$ cat config.mk
export PLATFORM = sky130hd
export DESIGN_NAME = egsc_div
export DESIGN_NICKNAME = d
export VERILOG_FILES = /design/src/hw/rtl/egsc_pkg.sv /design/src/hw/rtl/egsc_div.sv
export SDC_FILE = /design/constraint.sdc
export NUM_CORES = 1
export LEC_CHECK = 0
export ABC_CLOCK_PERIOD_IN_PS = 3400
export BUFFER_PORTS_ARGS = -buffer_cell sky130_fd_sc_hd__buf_2
export CORE_MARGIN = 1.5
export CORE_UTILIZATION = 55
export CTS_CLUSTER_DIAMETER = 200
export DETAILED_ROUTE_END_ITERATION = 8
export HOLD_SLACK_MARGIN = 0.15
export PLACE_DENSITY = 0.81
export SLEW_MARGIN = 20
export SYNTH_ARGS = -nofsm -noshare
export SYNTH_HDL_FRONTEND = slang
export SYNTH_SLANG_ARGS = --single-unit
$ cat constraint.sdc
create_clock -name clk -period 3.4 [get_ports clk]
set_input_delay 0.68 -clock clk [delete_from_list [all_inputs] [get_ports clk]]
set_output_delay 0.68 -clock clk [all_outputs]
set_load 0.005 [all_outputs]
$ cat src/hw/rtl/egsc_pkg.sv
// egsc_pkg: shared constants, register codes and status types of the grip servo controller
// no dependencies; imported by the interfaces, the serial units and the top level

package egsc_pkg;

  // default sample width and fixed field widths
  localparam int SAMPLE_WIDTH_DEF = 16;
  localparam int CFG_IDX_W        = 4;
  localparam int CFG_DATA_W       = 16;
  localparam int DEAD_W           = 15;
  localparam int HOLD_W           = 13;
  localparam int ANGLE_W          = 16;
  localparam int GRIP_PCT_W       = 7;
  localparam int FILT_W           = 16;
  localparam int GRIP_W           = 23;

  // serial multiplier: multiplier operand width and step counter
  localparam int MR_W      = 16;
  localparam int MUL_CNT_W = $clog2(MR_W);

  // serial divider: remainder/quotient register width, dividend width, step counter
  localparam int DIV_W     = 23;
  localparam int DVD_W     = 39;
  localparam int DIV_CNT_W = 5;

  localparam logic [DIV_CNT_W-1:0] TGT_DIV_STEPS = 5'd23;
  localparam logic [DIV_CNT_W-1:0] ANG_DIV_STEPS = 5'd16;

  // fixed-point constants
  localparam logic [GRIP_W-1:0] PCT_FULL    = 23'd6553600;  // 100.0 in Q7.16
  localparam logic [15:0]       ROUND_Q15   = 16'd16384;    // 0.5 before a >> 15
  localparam logic [DVD_W-1:0]  ANG_ROUND   = 39'd3276800;  // half of 100.0 in Q7.16
  localparam logic [GRIP_W:0]   PCT_HALF    = 24'd32768;    // 0.5 percent in Q7.16
  localparam logic [15:0]       SPAN_FLOOR  = 16'd256;      // 1.0 in Q8.8

  // register reset values
  localparam logic [15:0]       ENV_OPEN_RST     = 16'd2048;
  localparam logic [15:0]       ENV_CLOSE_RST    = 16'd15360;
  localparam logic [15:0]       ENV_ALPHA_RST    = 16'd6554;
  localparam logic [15:0]       GRIP_ALPHA_RST   = 16'd9830;
  localparam logic [DEAD_W-1:0] DEADBAND_PCT_RST = 15'd1536;
  localparam logic [HOLD_W-1:0] HOLD_PCT_RST     = 13'd256;
  localparam logic [15:0]       OPEN_ANGLE_RST   = 16'd0;
  localparam logic [15:0]       CLOSE_ANGLE_RST  = 16'd23040;

  // register index codes
  localparam logic [CFG_IDX_W-1:0] REG_ENV_OPEN     = 4'd0;
  localparam logic [CFG_IDX_W-1:0] REG_ENV_CLOSE    = 4'd1;
  localparam logic [CFG_IDX_W-1:0] REG_ENV_ALPHA    = 4'd2;
  localparam logic [CFG_IDX_W-1:0] REG_GRIP_ALPHA   = 4'd3;
  localparam logic [CFG_IDX_W-1:0] REG_DEADBAND_PCT = 4'd4;
  localparam logic [CFG_IDX_W-1:0] REG_HOLD_PCT     = 4'd5;
  localparam logic [CFG_IDX_W-1:0] REG_OPEN_ANGLE   = 4'd6;
  localparam logic [CFG_IDX_W-1:0] REG_CLOSE_ANGLE  = 4'd7;

  // status of a serial arithmetic unit
  typedef struct packed {
    logic busy;
    logic done;
  } egsc_unit_sts_t;

endpackage

$ cat src/hw/rtl/egsc_div.sv
// egsc_div: bit-serial restoring divider, one quotient bit per cycle
// depends on egsc_pkg; caller preloads the high part of the dividend as remainder

module egsc_div import egsc_pkg::*; (
  input  logic                 clk,
  input  logic                 rst_n,
  input  logic                 start,
  input  logic [DIV_W-1:0]     rem_init,
  input  logic [DIV_W-1:0]     quo_init,
  input  logic [DIV_W-1:0]     divisor,
  input  logic [DIV_CNT_W-1:0] steps,
  output egsc_unit_sts_t       sts,
  output logic [DIV_W-1:0]     quotient
);

  logic [DIV_W-1:0]     rem_r;
  logic [DIV_W-1:0]     quo_r;
  logic [DIV_W-1:0]     dsr_r;
  logic [DIV_CNT_W-1:0] cnt_r;
  logic                 busy_r;
  logic                 done_r;
  logic [DIV_W+1:0]     trial_nxt;

  // trial subtract of the divisor from the shifted remainder
  assign trial_nxt = {1'b0, rem_r, quo_r[DIV_W-1]} - {2'b00, dsr_r};

  // control: step counter, busy and done pulse
  always_ff @(posedge clk) begin
    if (!rst_n) begin
      busy_r <= 1'b0;
      done_r <= 1'b0;
      cnt_r  <= '0;
    end else begin
      done_r <= 1'b0;
      if (start) begin
        busy_r <= 1'b1;
        cnt_r  <= steps - 1'b1;
      end else if (busy_r) begin
        cnt_r <= cnt_r - 1'b1;
        if (cnt_r == '0) begin
          busy_r <= 1'b0;
          done_r <= 1'b1;
        end
      end
    end
  end

  // datapath: restore on borrow, shift quotient bit in at the bottom
  always_ff @(posedge clk) begin
    if (start) begin
      rem_r <= rem_init;
      quo_r <= quo_init;
      dsr_r <= divisor;
    end else if (busy_r) begin
      if (!trial_nxt[DIV_W+1]) begin
        rem_r <= trial_nxt[DIV_W-1:0];
      end else begin
        rem_r <= {rem_r[DIV_W-2:0], quo_r[DIV_W-1]};
      end
      quo_r <= {quo_r[DIV_W-2:0], ~trial_nxt[DIV_W+1]};
    end
  end

  assign sts.busy = busy_r;
  assign sts.done = done_r;
  assign quotient = quo_r;

endmodule
Yosys cells after proc, flatten, opt, wreduce, memory -nomap -nowiden:

Index checks and enable logic that the tools add are counted.

* reduce and logical (&&, ||, !) cells: 3
* bitwise operators: 3
* mux-type cells: 11
* add/sub/neg operators: 3

Operators with widths (number)
* 23-bit two-way mux: 5
* 24-bit by 23-bit subtractor with 25-bit output: 1
* 5-bit two-way mux: 2
* 5-bit by 1-bit subtractor with 5-bit output (second input constant): 2
* 5-bit zero test: 1
* 1-bit two-way mux: 4
* 1-bit inverter: 3
* 3-bit OR reduction: 1
* 2-bit nonzero test: 1

* word-level logic and storage cells: 26
* flip-flop bits (word level): 76

Longest topological paths before layout:

* depth after elaboration: 4
* mapped depth: 12
* depth with buffers taken out: 10

Worst setup path after synthesis:

No wires, ideal clock.

* path type: input -> register
* start point: input port start
* end point: register cnt_r[0]
* path buffers: 2
* data required time: 3.279 ns
* stages: 5
* setup slack: 0.465 ns
* data arrival time: 2.813 ns
* path through: clkbuf_1 > or2_2 > clkbuf_1 > mux2i_1 > nor2b_1

* word-level cells in the longest chain between the ends: 1
* elaborated cells on any way between the ends: 2
* those cells by class: mux: 1; reduce/logical: 1

RTL lines
* start, declared: line egsc_div.sv:7 `input logic start,`
* 5-bit two-way mux or 2-bit nonzero test (tied branches)
* end signal, assigned: line egsc_div.sv:37 `cnt_r <= steps - 1'b1;`
* end signal, assigned: line egsc_div.sv:39 `cnt_r <= cnt_r - 1'b1;`
* end, declared: line egsc_div.sv:19 `logic [DIV_CNT_W-1:0] cnt_r;`

Several ways; a longest one is shown, not always the timed one.
A chain may end at the register's enable or synchronous reset.

Worst setup path in the final report:

* start point: register rem_r[20]
* end point: register rem_r[0], data pin

* word-level cells in the longest chain between the ends: 4

RTL lines
* start, declared: line egsc_div.sv:16 `logic [DIV_W-1:0] rem_r;`
* start signal, assigned: line egsc_div.sv:51 `rem_r <= rem_init;`
* start signal, assigned: line egsc_div.sv:56 `rem_r <= trial_nxt[DIV_W-1:0];`
* start signal, assigned: line egsc_div.sv:58 `rem_r <= {rem_r[DIV_W-2:0], quo_r[DIV_W-1]};`
* 24-bit by 23-bit subtractor with 25-bit output: line egsc_div.sv:25 `assign trial_nxt = {1'b0, rem_r, quo_r[DIV_W-1]} - {2'b00, dsr_r};`
* 23-bit two-way mux: line egsc_div.sv:55 `if (!trial_nxt[DIV_W+1]) begin`
* 23-bit two-way mux: line egsc_div.sv:54 `end else if (busy_r) begin`
* 23-bit two-way mux: line egsc_div.sv:50 `if (start) begin`

Every way passes these cells. The select of a mux whose other input is x is not followed.

==> results.toml <==
[status]
status = "finished, final reports clean"

[floorplan]
die_w_um = 94.9
start_util_pct = 56.6
dieArea_um2 = 9010
core_area_um2 = 8220
die_h_um = 94.9
io_pins = 102
num_rows = 33

[drt]
wl_per_cell_um = 16.6
via_per_inst = 5.84
totalWireLength_um = 10700
drc = 0
dr.pass1.iters = 5
drt_iter0_markers = 230
vias = 3766
ant_nets = 0

[timing]
hold_violations = 0
final.setup_skew_ns = 0.0165
period_share_pct = 89.1
worst_pin_slew_ns = 0.650
slew_headroom_pct = 56.6
fin_tns_setup_ns = 0
period_minus_slack_ns = 3.03
slew_viol_final = 0
finalSetupViolCount = 0
max_freq_mhz = 330
rsz0062_at_grt = "false"

[yosys]
synth-seq-area-share_pct = 47.6
synth_fp_nets = 540
synth-seq-cells = 76
synthArstFlopShare_pct = 0
ys.warnings.count = 0
synth.distinct_cells = 61
synth_flop_cell = "edfxtp_1"
synthCells = 438
synth_area_um2 = 4650
synth_edf_count = 69
syn_area_per_cell_um2 = 10.6

[grt]
grt-ovfl-total = 0
track_usage_pct = 24.5
grt_max_degree = 48
antenna_found_initial = 0
first_global_vias = 3729
grt_pass1_wl_um = 16900

[setup_path]
worst-path-max-fanout = 12
slowest_stage = "edfxtp_1"
reg2reg_from = "rem_r[20]"
max_stage_delay_ns = 0.42
critPathArrivalTime_ns = 3.12
reg2regPathDepth = 9
criticalPathCategory = "register to register"
rrSetupSlack_ns = 0.37
startpoint_type = "register"
worstSetupEndpointType = "register"
cp.required_ns = 3.49
crit_chain = "ha_1, a211oi_1, o21ai_1, a311oi_2, nand2_1, o21ai_2, buf_4, mux2i_1, mux2_2"
timing.rr.end = "rem_r[0]"

[layout]
multi_input_area_um2 = 2200
n_antenna_cell = 0
area_growth_pct = 16.5
layout_commonest_cell = "buf_2"
nFillCells = 673
final_cell_mix = "buf_2 (101), edfxtp_1 (69), nand2_1 (42)"
drive_gt1_share_pct = 29.8
nets = 637
regArea_um2 = 2210

[cts]
h-tree-depth = 3
cts_tree = "done"
cts_max_path_buffers = 2
cts_resized = 0
cts_sinks = 76
clock_latency_ns = 0.35
root_buffer = "clkbuf_8"
clk_pin_slew_worst_paths_ns = 0.09
post_cts_buffers = 0
numCtsBuffers = 9
cts_hold_buf = 0

[place]
dp.final_hpwl_um = 7840
place.gp.congestion = 0.967
portBuffers = 101

[power_and_ir_drop]
p_leak_nw = 2.38
irDropWorstVdd_v = 0.000297
power_mw = 3.65
power.density_nw_per_um2 = 674

[worst_hold_path]
hp-start = "divisor[8]"
hold_class = "primary input to register"
min_delay_path_depth = 1
holdPathEnd = "dsr_r[8]"

[flow_run]
cap_violations = 0
cells by family (layout without fill, tap and decap cells):
family / Yosys count / count (layout) / share of synthesized area, %
XOR/XNOR: 20 / 20 / 3.77
adder cells (fa/ha/maj): 25 / 25 / 6.89
flip-flops: 76 / 76 / 47.6
AO/OA/AOI/OAI: 104 / 104 / 15.7
buffers and inverters: 52 / 154 / 5.01
multiplexers: 33 / 33 / 7.78
AND/OR/NAND/NOR: 128 / 128 / 13.2
registers in the layout, summed over array words and instances (netlist names):
register	cells
dsr_r	23
rem_r	23
cnt_r	5
busy_r	1
done_r	1
quotient	23
critical path: cells and delay by family, from the launching register on:
family | cells | cell delay [ns]
buffers and inverters | 1 | 0.29
AND/OR/NAND/NOR | 1 | 0.12
flip-flops | 1 | 0.42
AO/OA/AOI/OAI | 4 | 1.18
multiplexers | 2 | 0.35
adder cells (fa/ha/maj) | 1 | 0.39
routing by layer:
metal  wire, um  share of wire, %  GRT usage [%]  up-vias
met4        193               1.8           7.84        0
li1           -                 -              -     1816
met3        811               7.6           6.60       22
met5          0                 0              0        -
met2       5100                48           41.6      161
met1       4600                43           30.3     1767
report_power, final:
| group | leakage, nW | internal (mW) | switching, mW | total (mW) |
|---|---|---|---|---|
| registers | 0.742 | 1.24 | 0.0953 | 1.33 |
| logic | 1.54 | 0.704 | 0.952 | 1.66 |
| clock network | 0.101 | 0.307 | 0.354 | 0.661 |
| total | 2.38 | 2.25 | 1.40 | 3.65 |
metrics by stage:
stage / cells / setup slack (ns) / hold slack [ns] / area, um^2 / utilization (%)
floorplan: 438 / 0.465 / 0.494 / 4650 / -
global route: 645 / 0.196 / 0.477 / 5410 / 65.9
CTS: 645 / 0.372 / 0.480 / 5410 / 65.9
detailed placement: 629 / 0.407 / 0.531 / 5230 / 63.6
finish: 645 / 0.369 / 0.494 / 5410 / 65.9
global placement: 629 / 0.470 / 0.508 / 5230 / 63.6
area by class of cell:
class | instances | area share [%]
flip-flops and latches | 76 | 40.9
multi-input cells | 310 | 40.7
repair buffers | 107 | 10.4
clock buffers | 10 | 2.75
well taps | 105 | 2.43
inverters | 31 | 2.15
clock inverters | 6 | 0.694
cells in the mapped netlist, types with 4 or more instances:
library cell	n	area share [%]
a211oi_1	4	0.65
a21o_1	10	1.6
a21oi_1	23	2.5
a221o_1	6	1.3
a31oi_1	14	1.9
and3_1	7	0.94
buf_2	6	0.65
clkbuf_1	8	0.65
dfxtp_1	7	3.0
edfxtp_1	69	45
ha_1	24	6.5
inv_1	31	2.5
mux2_2	25	6.1
mux2i_1	8	1.7
nand2_1	42	3.4
nand3_1	10	1.1
nor2_1	33	2.7
nor3_1	9	0.97
o211a_1	4	0.86
o21ai_0	14	1.5
xnor2_1	13	2.5
xor2_1	7	1.3
worst max path at each step:
stage	from	to	slack (ns)	depth (start not counted)
6_report	rem_r[20]	rem_r[0]	0.37	9
5_1_grt	rem_r[20]	rem_r[0]	0.20	9
4_1_cts	rem_r[20]	rem_r[0]	0.37	9
3_5_place_dp	rem_r[20]	rem_r[0]	0.41	9
3_3_place_gp	quotient[22]	rem_r[2]	0.47	11
2_1_floorplan	start	cnt_r[0]	0.47	5
No activity file was read; power rests on OpenSTA's default activity.
