### src/hw/rtl/egsc_pkg.sv
// egsc_pkg: shared constants, register codes and status types of the grip servo controller
// no dependencies; imported by the interfaces, the serial units and the top level

package egsc_pkg;

  // default sample width and fixed field widths
  localparam int SAMPLE_WIDTH_DEF = 16;
  localparam int CFG_IDX_W        = 4;
  localparam int CFG_DATA_W       = 16;
  localparam int DEAD_W           = 15;
  localparam int HOLD_W           = 13;
  localparam int ANGLE_W          = 16;
  localparam int GRIP_PCT_W       = 7;
  localparam int FILT_W           = 16;
  localparam int GRIP_W           = 23;

  // serial multiplier: multiplier operand width and step counter
  localparam int MR_W      = 16;
  localparam int MUL_CNT_W = $clog2(MR_W);

  // serial divider: remainder/quotient register width, dividend width, step counter
  localparam int DIV_W     = 23;
  localparam int DVD_W     = 39;
  localparam int DIV_CNT_W = 5;

  localparam logic [DIV_CNT_W-1:0] TGT_DIV_STEPS = 5'd23;
  localparam logic [DIV_CNT_W-1:0] ANG_DIV_STEPS = 5'd16;

  // fixed-point constants
  localparam logic [GRIP_W-1:0] PCT_FULL    = 23'd6553600;  // 100.0 in Q7.16
  localparam logic [15:0]       ROUND_Q15   = 16'd16384;    // 0.5 before a >> 15
  localparam logic [DVD_W-1:0]  ANG_ROUND   = 39'd3276800;  // half of 100.0 in Q7.16
  localparam logic [GRIP_W:0]   PCT_HALF    = 24'd32768;    // 0.5 percent in Q7.16
  localparam logic [15:0]       SPAN_FLOOR  = 16'd256;      // 1.0 in Q8.8

  // register reset values
  localparam logic [15:0]       ENV_OPEN_RST     = 16'd2048;
  localparam logic [15:0]       ENV_CLOSE_RST    = 16'd15360;
  localparam logic [15:0]       ENV_ALPHA_RST    = 16'd6554;
  localparam logic [15:0]       GRIP_ALPHA_RST   = 16'd9830;
  localparam logic [DEAD_W-1:0] DEADBAND_PCT_RST = 15'd1536;
  localparam logic [HOLD_W-1:0] HOLD_PCT_RST     = 13'd256;
  localparam logic [15:0]       OPEN_ANGLE_RST   = 16'd0;
  localparam logic [15:0]       CLOSE_ANGLE_RST  = 16'd23040;

  // register index codes
  localparam logic [CFG_IDX_W-1:0] REG_ENV_OPEN     = 4'd0;
  localparam logic [CFG_IDX_W-1:0] REG_ENV_CLOSE    = 4'd1;
  localparam logic [CFG_IDX_W-1:0] REG_ENV_ALPHA    = 4'd2;
  localparam logic [CFG_IDX_W-1:0] REG_GRIP_ALPHA   = 4'd3;
  localparam logic [CFG_IDX_W-1:0] REG_DEADBAND_PCT = 4'd4;
  localparam logic [CFG_IDX_W-1:0] REG_HOLD_PCT     = 4'd5;
  localparam logic [CFG_IDX_W-1:0] REG_OPEN_ANGLE   = 4'd6;
  localparam logic [CFG_IDX_W-1:0] REG_CLOSE_ANGLE  = 4'd7;

  // status of a serial arithmetic unit
  typedef struct packed {
    logic busy;
    logic done;
  } egsc_unit_sts_t;

endpackage

### src/hw/rtl/egsc_mul.sv
// egsc_mul: bit-serial shift-add multiplier, one multiplier bit per cycle
// depends on egsc_pkg

module egsc_mul import egsc_pkg::*; #(
  parameter int MC_W = GRIP_W
)(
  input  logic                   clk,
  input  logic                   rst_n,
  input  logic                   start,
  input  logic [MC_W-1:0]        mcand,
  input  logic [MR_W-1:0]        mplier,
  output egsc_unit_sts_t         sts,
  output logic [MC_W+MR_W-1:0]   product
);

  logic [MC_W-1:0]      mc_r;
  logic [MC_W-1:0]      acc_r;
  logic [MR_W-1:0]      mr_r;
  logic [MUL_CNT_W-1:0] cnt_r;
  logic                 busy_r;
  logic                 done_r;
  logic [MC_W:0]        sum_nxt;

  // partial product add for the current multiplier bit
  assign sum_nxt = {1'b0, acc_r} + (mr_r[0] ? {1'b0, mc_r} : '0);

  // control: step counter, busy and done pulse
  always_ff @(posedge clk) begin
    if (!rst_n) begin
      busy_r <= 1'b0;
      done_r <= 1'b0;
      cnt_r  <= '0;
    end else begin
      done_r <= 1'b0;
      if (start) begin
        busy_r <= 1'b1;
        cnt_r  <= MUL_CNT_W'(MR_W - 1);
      end else if (busy_r) begin
        cnt_r <= cnt_r - 1'b1;
        if (cnt_r == '0) begin
          busy_r <= 1'b0;
          done_r <= 1'b1;
        end
      end
    end
  end

  // datapath: accumulator and multiplier shift right together
  always_ff @(posedge clk) begin
    if (start) begin
      mc_r  <= mcand;
      mr_r  <= mplier;
      acc_r <= '0;
    end else if (busy_r) begin
      acc_r <= sum_nxt[MC_W:1];
      mr_r  <= {sum_nxt[0], mr_r[MR_W-1:1]};
    end
  end

  assign sts.busy = busy_r;
  assign sts.done = done_r;
  assign product  = {acc_r, mr_r};

endmodule

### config.mk
export PLATFORM = sky130hd
export DESIGN_NAME = egsc_mul
export DESIGN_NICKNAME = d
export VERILOG_FILES = /design/src/hw/rtl/egsc_pkg.sv /design/src/hw/rtl/egsc_mul.sv
export SDC_FILE = /design/constraint.sdc
export NUM_CORES = 1
export LEC_CHECK = 0
export BUFFER_PORTS_ARGS = -buffer_cell sky130_fd_sc_hd__buf_2
export CAP_MARGIN = 20
export CELL_PAD_IN_SITES_DETAIL_PLACEMENT = 1
export CELL_PAD_IN_SITES_GLOBAL_PLACEMENT = 2
export CORE_MARGIN = 1.5
export CORE_UTILIZATION = 31
export DETAILED_ROUTE_END_ITERATION = 8
export HOLD_SLACK_MARGIN = 0.02
export PLACE_DENSITY = 0.75
export SYNTH_ARGS = -nofsm -noshare
export SYNTH_HDL_FRONTEND = slang
export SYNTH_SLANG_ARGS = --single-unit
### constraint.sdc
create_clock -name clk -period 2.7 [get_ports clk]
set_input_delay 0.27 -clock clk [delete_from_list [all_inputs] [get_ports clk]]
set_output_delay 0.27 -clock clk [all_outputs]
set_load 0.01 [all_outputs]
Word-level counts from Yosys, hierarchy flattened

Cells that the tools add are included.

Bits in registers: 68
Word-level logic and storage cells: 22

Bitwise operators: 2
Mux-type cells: 9
Reductions and logical operators: 3
Add/subtract/negate cells: 2

Operator list:

| kind                                                               | number |
|---|---|
| 16-bit two-way mux                                                 | 2 |
| 23-bit by 23-bit adder with 24-bit output                          | 1 |
| 23-bit two-way mux                                                 | 1 |
| 4-bit two-way mux                                                  | 2 |
| 4-bit zero test                                                    | 1 |
| 1-bit two-way mux                                                  | 4 |
| 4-bit by 1-bit subtractor with 4-bit output, second input constant | 1 |
| 3-bit OR reduction                                                 | 1 |
| 1-bit inverter                                                     | 2 |
| 2-bit nonzero test                                                 | 1 |

Logic depth before layout (Yosys ltp)

Depth in word-level cells: 4
Mapped depth: 11
Depth with buffers taken out: 10

Least setup slack after synthesis

No wires, ideal clock.

Path kind: reg-to-reg
Start: reg mr_r[0]
End: reg acc_r[20]
Arrival time: 2650 ps
Setup slack: -29 ps
Clock period less this slack: 2729 ps
Cell stages (with the launch flop): 12
Cell sequence: edfxtp_1 clkbuf_1 and2_1 ha_1 buf_6 a21oi_4 o21ai_2 a22o_1 a2111o_1 a41oi_1 mux2_2 o211ai_1

Word-level cells in the longest chain between the ends: 2

Ends and longest elaborated chain:

| what                                      | line           | RTL |
|---|---|---|
| start: declaration                        | egsc_mul.sv:18 | `logic [MR_W-1:0] mr_r;` |
| start signal: assignment                  | egsc_mul.sv:52 | `mr_r <= mplier;` |
| start signal: assignment                  | egsc_mul.sv:56 | `mr_r <= {sum_nxt[0], mr_r[MR_W-1:1]};` |
| 23-bit two-way mux                        | egsc_mul.sv:25 | `assign sum_nxt = {1'b0, acc_r} + (mr_r[0] ? {1'b0, mc_r} : '0);` |
| 23-bit by 23-bit adder with 24-bit output | egsc_mul.sv:25 |  |
| end signal: assignment                    | egsc_mul.sv:55 | `acc_r <= sum_nxt[MC_W:1];` |
| end: declaration                          | egsc_mul.sv:17 | `logic [MC_W-1:0] acc_r;` |

No other way between the ends.
A chain may end at the register's enable or synchronous reset.

Final worst setup path

Start: reg mr_r[0]
End: reg acc_r[18]

Same word-level chain as after synthesis.

==> out/qor_table.md <==
| Metric | Reported | Unit |
|:---|:---|:---|
| Number of enable flip-flop cells after synthesis | 39 | - |
| Fraction of the mapped netlist area in simple logic gates | 12.6 | % |
| Standard-cell rows | 39 | - |
| H-tree level count | 3 | - |
| RSZ-0062 raised after global routing | yes | - |
| Synth top area cells | sky130_fd_sc_hd__edfxtp_1 32%, sky130_fd_sc_hd__dfxtp_1 16%, sky130_fd_sc_hd__ha_1 8.2% | - |
| Crit. End Element | register | - |
| Die boundary width | 112 | um |
| Final nets | 506 | - |
| Post-placement worst setup slack | -0.109 | ns |
| Most common cell after layout, fill and taps aside | sky130_fd_sc_hd__buf_2 | - |
| Crit path DAT | 2.96 | ns |
| Number of hold buffers added after CTS | 0 | - |
| Biggest fanout along the worst timing path | 5 | - |
| Post-synth ARST share | 0 | % |
| Final antenna-violating net count | 0 | - |
| Final count of negative-setup-slack endpoints | 1 | - |
| Initial cell density of the core | 31.9 | % |
| Total of buffers placed on input and output ports | 82 | - |
| Fraction of layout instances using a drive strength above 1 | 41.0 | % |
| Flip-flop and latch count after synthesis | 68 | - |
| Average routed wire per standard cell | 16.0 | um |
| Data required time at the worst endpoint | 2.93 | ns |
| Layout filler cell count | 1282 | - |
| Max Cap Violations | 0 | - |
| Worst Tran Pin Value | 0.615 | ns |
| Parity-gate share of the synthesized area counting xor and xnor cells | 5.03 | % |
| Leading cell types in the layout, fill and taps excluded | 83 x sky130_fd_sc_hd__buf_2, 39 x sky130_fd_sc_hd__edfxtp_1, 31 x sky130_fd_sc_hd__buf_4, 29 x sky130_fd_sc_hd__dfxtp_1 | - |
| Post-layout worst setup margin | -0.0349 | ns |
| N_diodes | 0 | - |
| Initial detailed-routing violation count | 78 | - |
| Number of top-level pins | 83 | - |
| Clock sink count | 68 | - |
| Via count | 2870 | - |
| Overall die area | 0.0125 | mm^2 |
| Power density normalized to cell area | 632 | mW/mm^2 |
| Total global-route track usage | 15.0 | % |
| Standby leakage power | 2.17 | nW |
| Largest family of logic cells by synthesized area | compound AO/OA/AOI/OAI gates | - |
| Most used DFF post-synth | sky130_fd_sc_hd__edfxtp_1 | - |
| Number of nets produced by synthesis | 394 | - |
| Cts bufs inserted | 9 | - |
| Number of antenna violations at the first check in global routing | 0 | - |
| Clock skew | 0.00846 | ns |
| Count of distinct cell types in the synthesized netlist | 52 | - |
| Standard cell core area | 0.0115 | mm^2 |
| Total count of max-transition violations in the final report | 0 | - |
| Largest area contributor in the netlist | sky130_fd_sc_hd__edfxtp_1 | - |
| Clock tree root buffer cell | sky130_fd_sc_hd__clkbuf_16 | - |
| Avg Cell Area, Syn | 11.2 | um^2 |
| Placed Cells | 558 | - |
| Residual DRC | 0 | - |
| Hold Worst Slack | 0.106 | ns |
| First-pass GRT wire length | 14.8 | mm |
| RePlAce Congestion | 0.795 | - |
| Maximum number of pins on one net before global-route repair | 23 | - |
| Total Neg Setup Slack | -0.0349 | ns |
| Post-synthesis sequential area ratio | 47.9 | % |
| TritonCTS clock tree | built | - |
| Final HPWL from detailed placement | 6.69 | mm |
| Clock latency on the worst-skew pair | 0.33 | ns |
| Number of standard cells in the final layout excluding fillers | 587 | - |
| Hold WC Path Type | input port to register | - |
| Final period demand of the worst path | 2.73 | ns |
| Type of element launching the critical path | register | - |
| Combined area of all synthesized cells | 0.00366 | mm^2 |
| Vias in the first global route | 3017 | - |
| Yosys warning total | 0 | - |
| Fin. Hold Viols | 0 | - |
| FMAX | 0.366 | GHz |
| Max Root-Sink Buffers | 2 | - |
| Synthesized-area fraction occupied by ao, oa, aoi and oai cells | 16.0 | % |
| Relative slew margins | 59.0 | % |
| Run status | finished, violations left | - |
| Remaining Overflow, GRT | 0 | - |
| Violated checks | negative setup slack | - |
| Proportion of netlist area held by the largest area contributor | 32.0 | % |
| Fraction of the mapped netlist area in adder cells | 8.75 | % |
| Period Utilization, post-route | 101 | % |
| Count of TritonRoute iterations in the first routing pass | 4 | - |
| Worst ir drop on vdd | 471 | uV |
| Crit path kind | register to register | - |
| CTS clock-pin slew for the worst setup and hold paths | 0.06 | ns |
| Die boundary height | 112 | um |
| Synth Instances | 327 | - |
| Multiplexer share of the synthesized area | 7.15 | % |
| Via-to-Cell Ratio | 4.89 | - |
| Total routed wirelength | 9.40 | mm |
| Area growth from synthesis to layout | 35.4 | % |
## critical path: stages, from the launching register on
cell	delay (ns)
sky130_fd_sc_hd__edfxtp_1	0.43
sky130_fd_sc_hd__buf_6	0.16
sky130_fd_sc_hd__buf_6	0.12
sky130_fd_sc_hd__and2_4	0.14
sky130_fd_sc_hd__ha_1	0.28
sky130_fd_sc_hd__a21oi_2	0.13
sky130_fd_sc_hd__nand4b_1	0.17
sky130_fd_sc_hd__a21oi_2	0.12
sky130_fd_sc_hd__a2111o_1	0.43
sky130_fd_sc_hd__o31a_1	0.32
sky130_fd_sc_hd__xor2_1	0.15
sky130_fd_sc_hd__a22o_1	0.18
## repair_timing
item / 4_1_cts / 5_1_grt
cloned: 0 / 2
hold endpoints to repair: 0 / 0
setup buffers: 5 / 6
endpoints found under the setup margin: 5 / 11
pin swaps: 4 / 20
resized for setup: 6 / 25
## per-stage QoR
step	utilization, %	instance area (um^2)	total power, mW
after floorplan	-	3690	1.63
after global placement	38.1	4370	1.85
after detailed placement	38.1	4370	1.86
final	43.2	4950	3.13
after CTS	41.4	4740	3.12
after global routing	43.2	4950	3.29
## logic make-up (layout without fill, tap and decap cells)
| logic type | count (synthesis) | after routing |
|---|---|---|
| flops | 68 | 68 |
| compound gates | 78 | 78 |
| xor+xnor | 21 | 21 |
| simple gates | 89 | 89 |
| fa+ha+maj | 25 | 25 |
| buf+inv | 22 | 139 |
| mux | 24 | 24 |
## final timing paths
| path | from | cells after the start | to | slack [ns] |
|---|---|---|---|---|
| worst max-delay path | mr_r[0]$_DFFE_PP_ | 11 | acc_r[18]$_SDFFE_PP0P_ | -0.03 |
| worst min register to register | acc_r[18]$_SDFFE_PP0P_ | 1 | acc_r[18]$_SDFFE_PP0P_ | 0.52 |
| worst max register to register | mr_r[0]$_DFFE_PP_ | 11 | acc_r[18]$_SDFFE_PP0P_ | -0.03 |
| worst min-delay path | mcand[1] | 1 | mc_r[1]$_DFFE_PP_ | 0.11 |
## metal layers
layer,GRT usage [%],routed length (um)
met2,24.2,4530
met1,19.2,4370
met5,0,0
met3,4.46,398
met4,4.98,101
## flip-flops by register name, indices dropped and copies added (netlist names)
signal / count
acc_r: 23
busy_r: 1
done_r: 1
mc_r: 23
cnt_r: 4
mr_r: 16
## area by class of cell
cell class                      count  area, um^2  share of cell area [%]
Clock buffer                        9         225                    4.55
Clock inverter                      7        81.3                    1.64
Inverter                            4        15.0                   0.303
Multi-Input combinational cell    237        2000                    40.3
Sequential cell                    68        1750                    35.4
Tap cell                          143         179                    3.61
Timing Repair Buffer              119         704                    14.2
## where the power goes
part / total (mW) / switching [mW] / leakage, nW / internal, mW
Clock: 1.22 / 0.491 / 0.147 / 0.730
Combinational: 0.657 / 0.331 / 1.39 / 0.326
Sequential: 1.26 / 0.0576 / 0.624 / 1.20
Total: 3.13 / 0.879 / 2.17 / 2.25
## cells in the mapped netlist, drive strengths merged (8+ instances only)
cell	number
nand2	19
o21ai	11
clkbuf	14
nor2	21
and2	23
a21oi	23
a21o	8
xnor2	10
ha	24
mux2	17
xor2	11
a22o	11
edfxtp	39
dfxtp	29
Note: power is estimated with default switching activity, not from simulation.
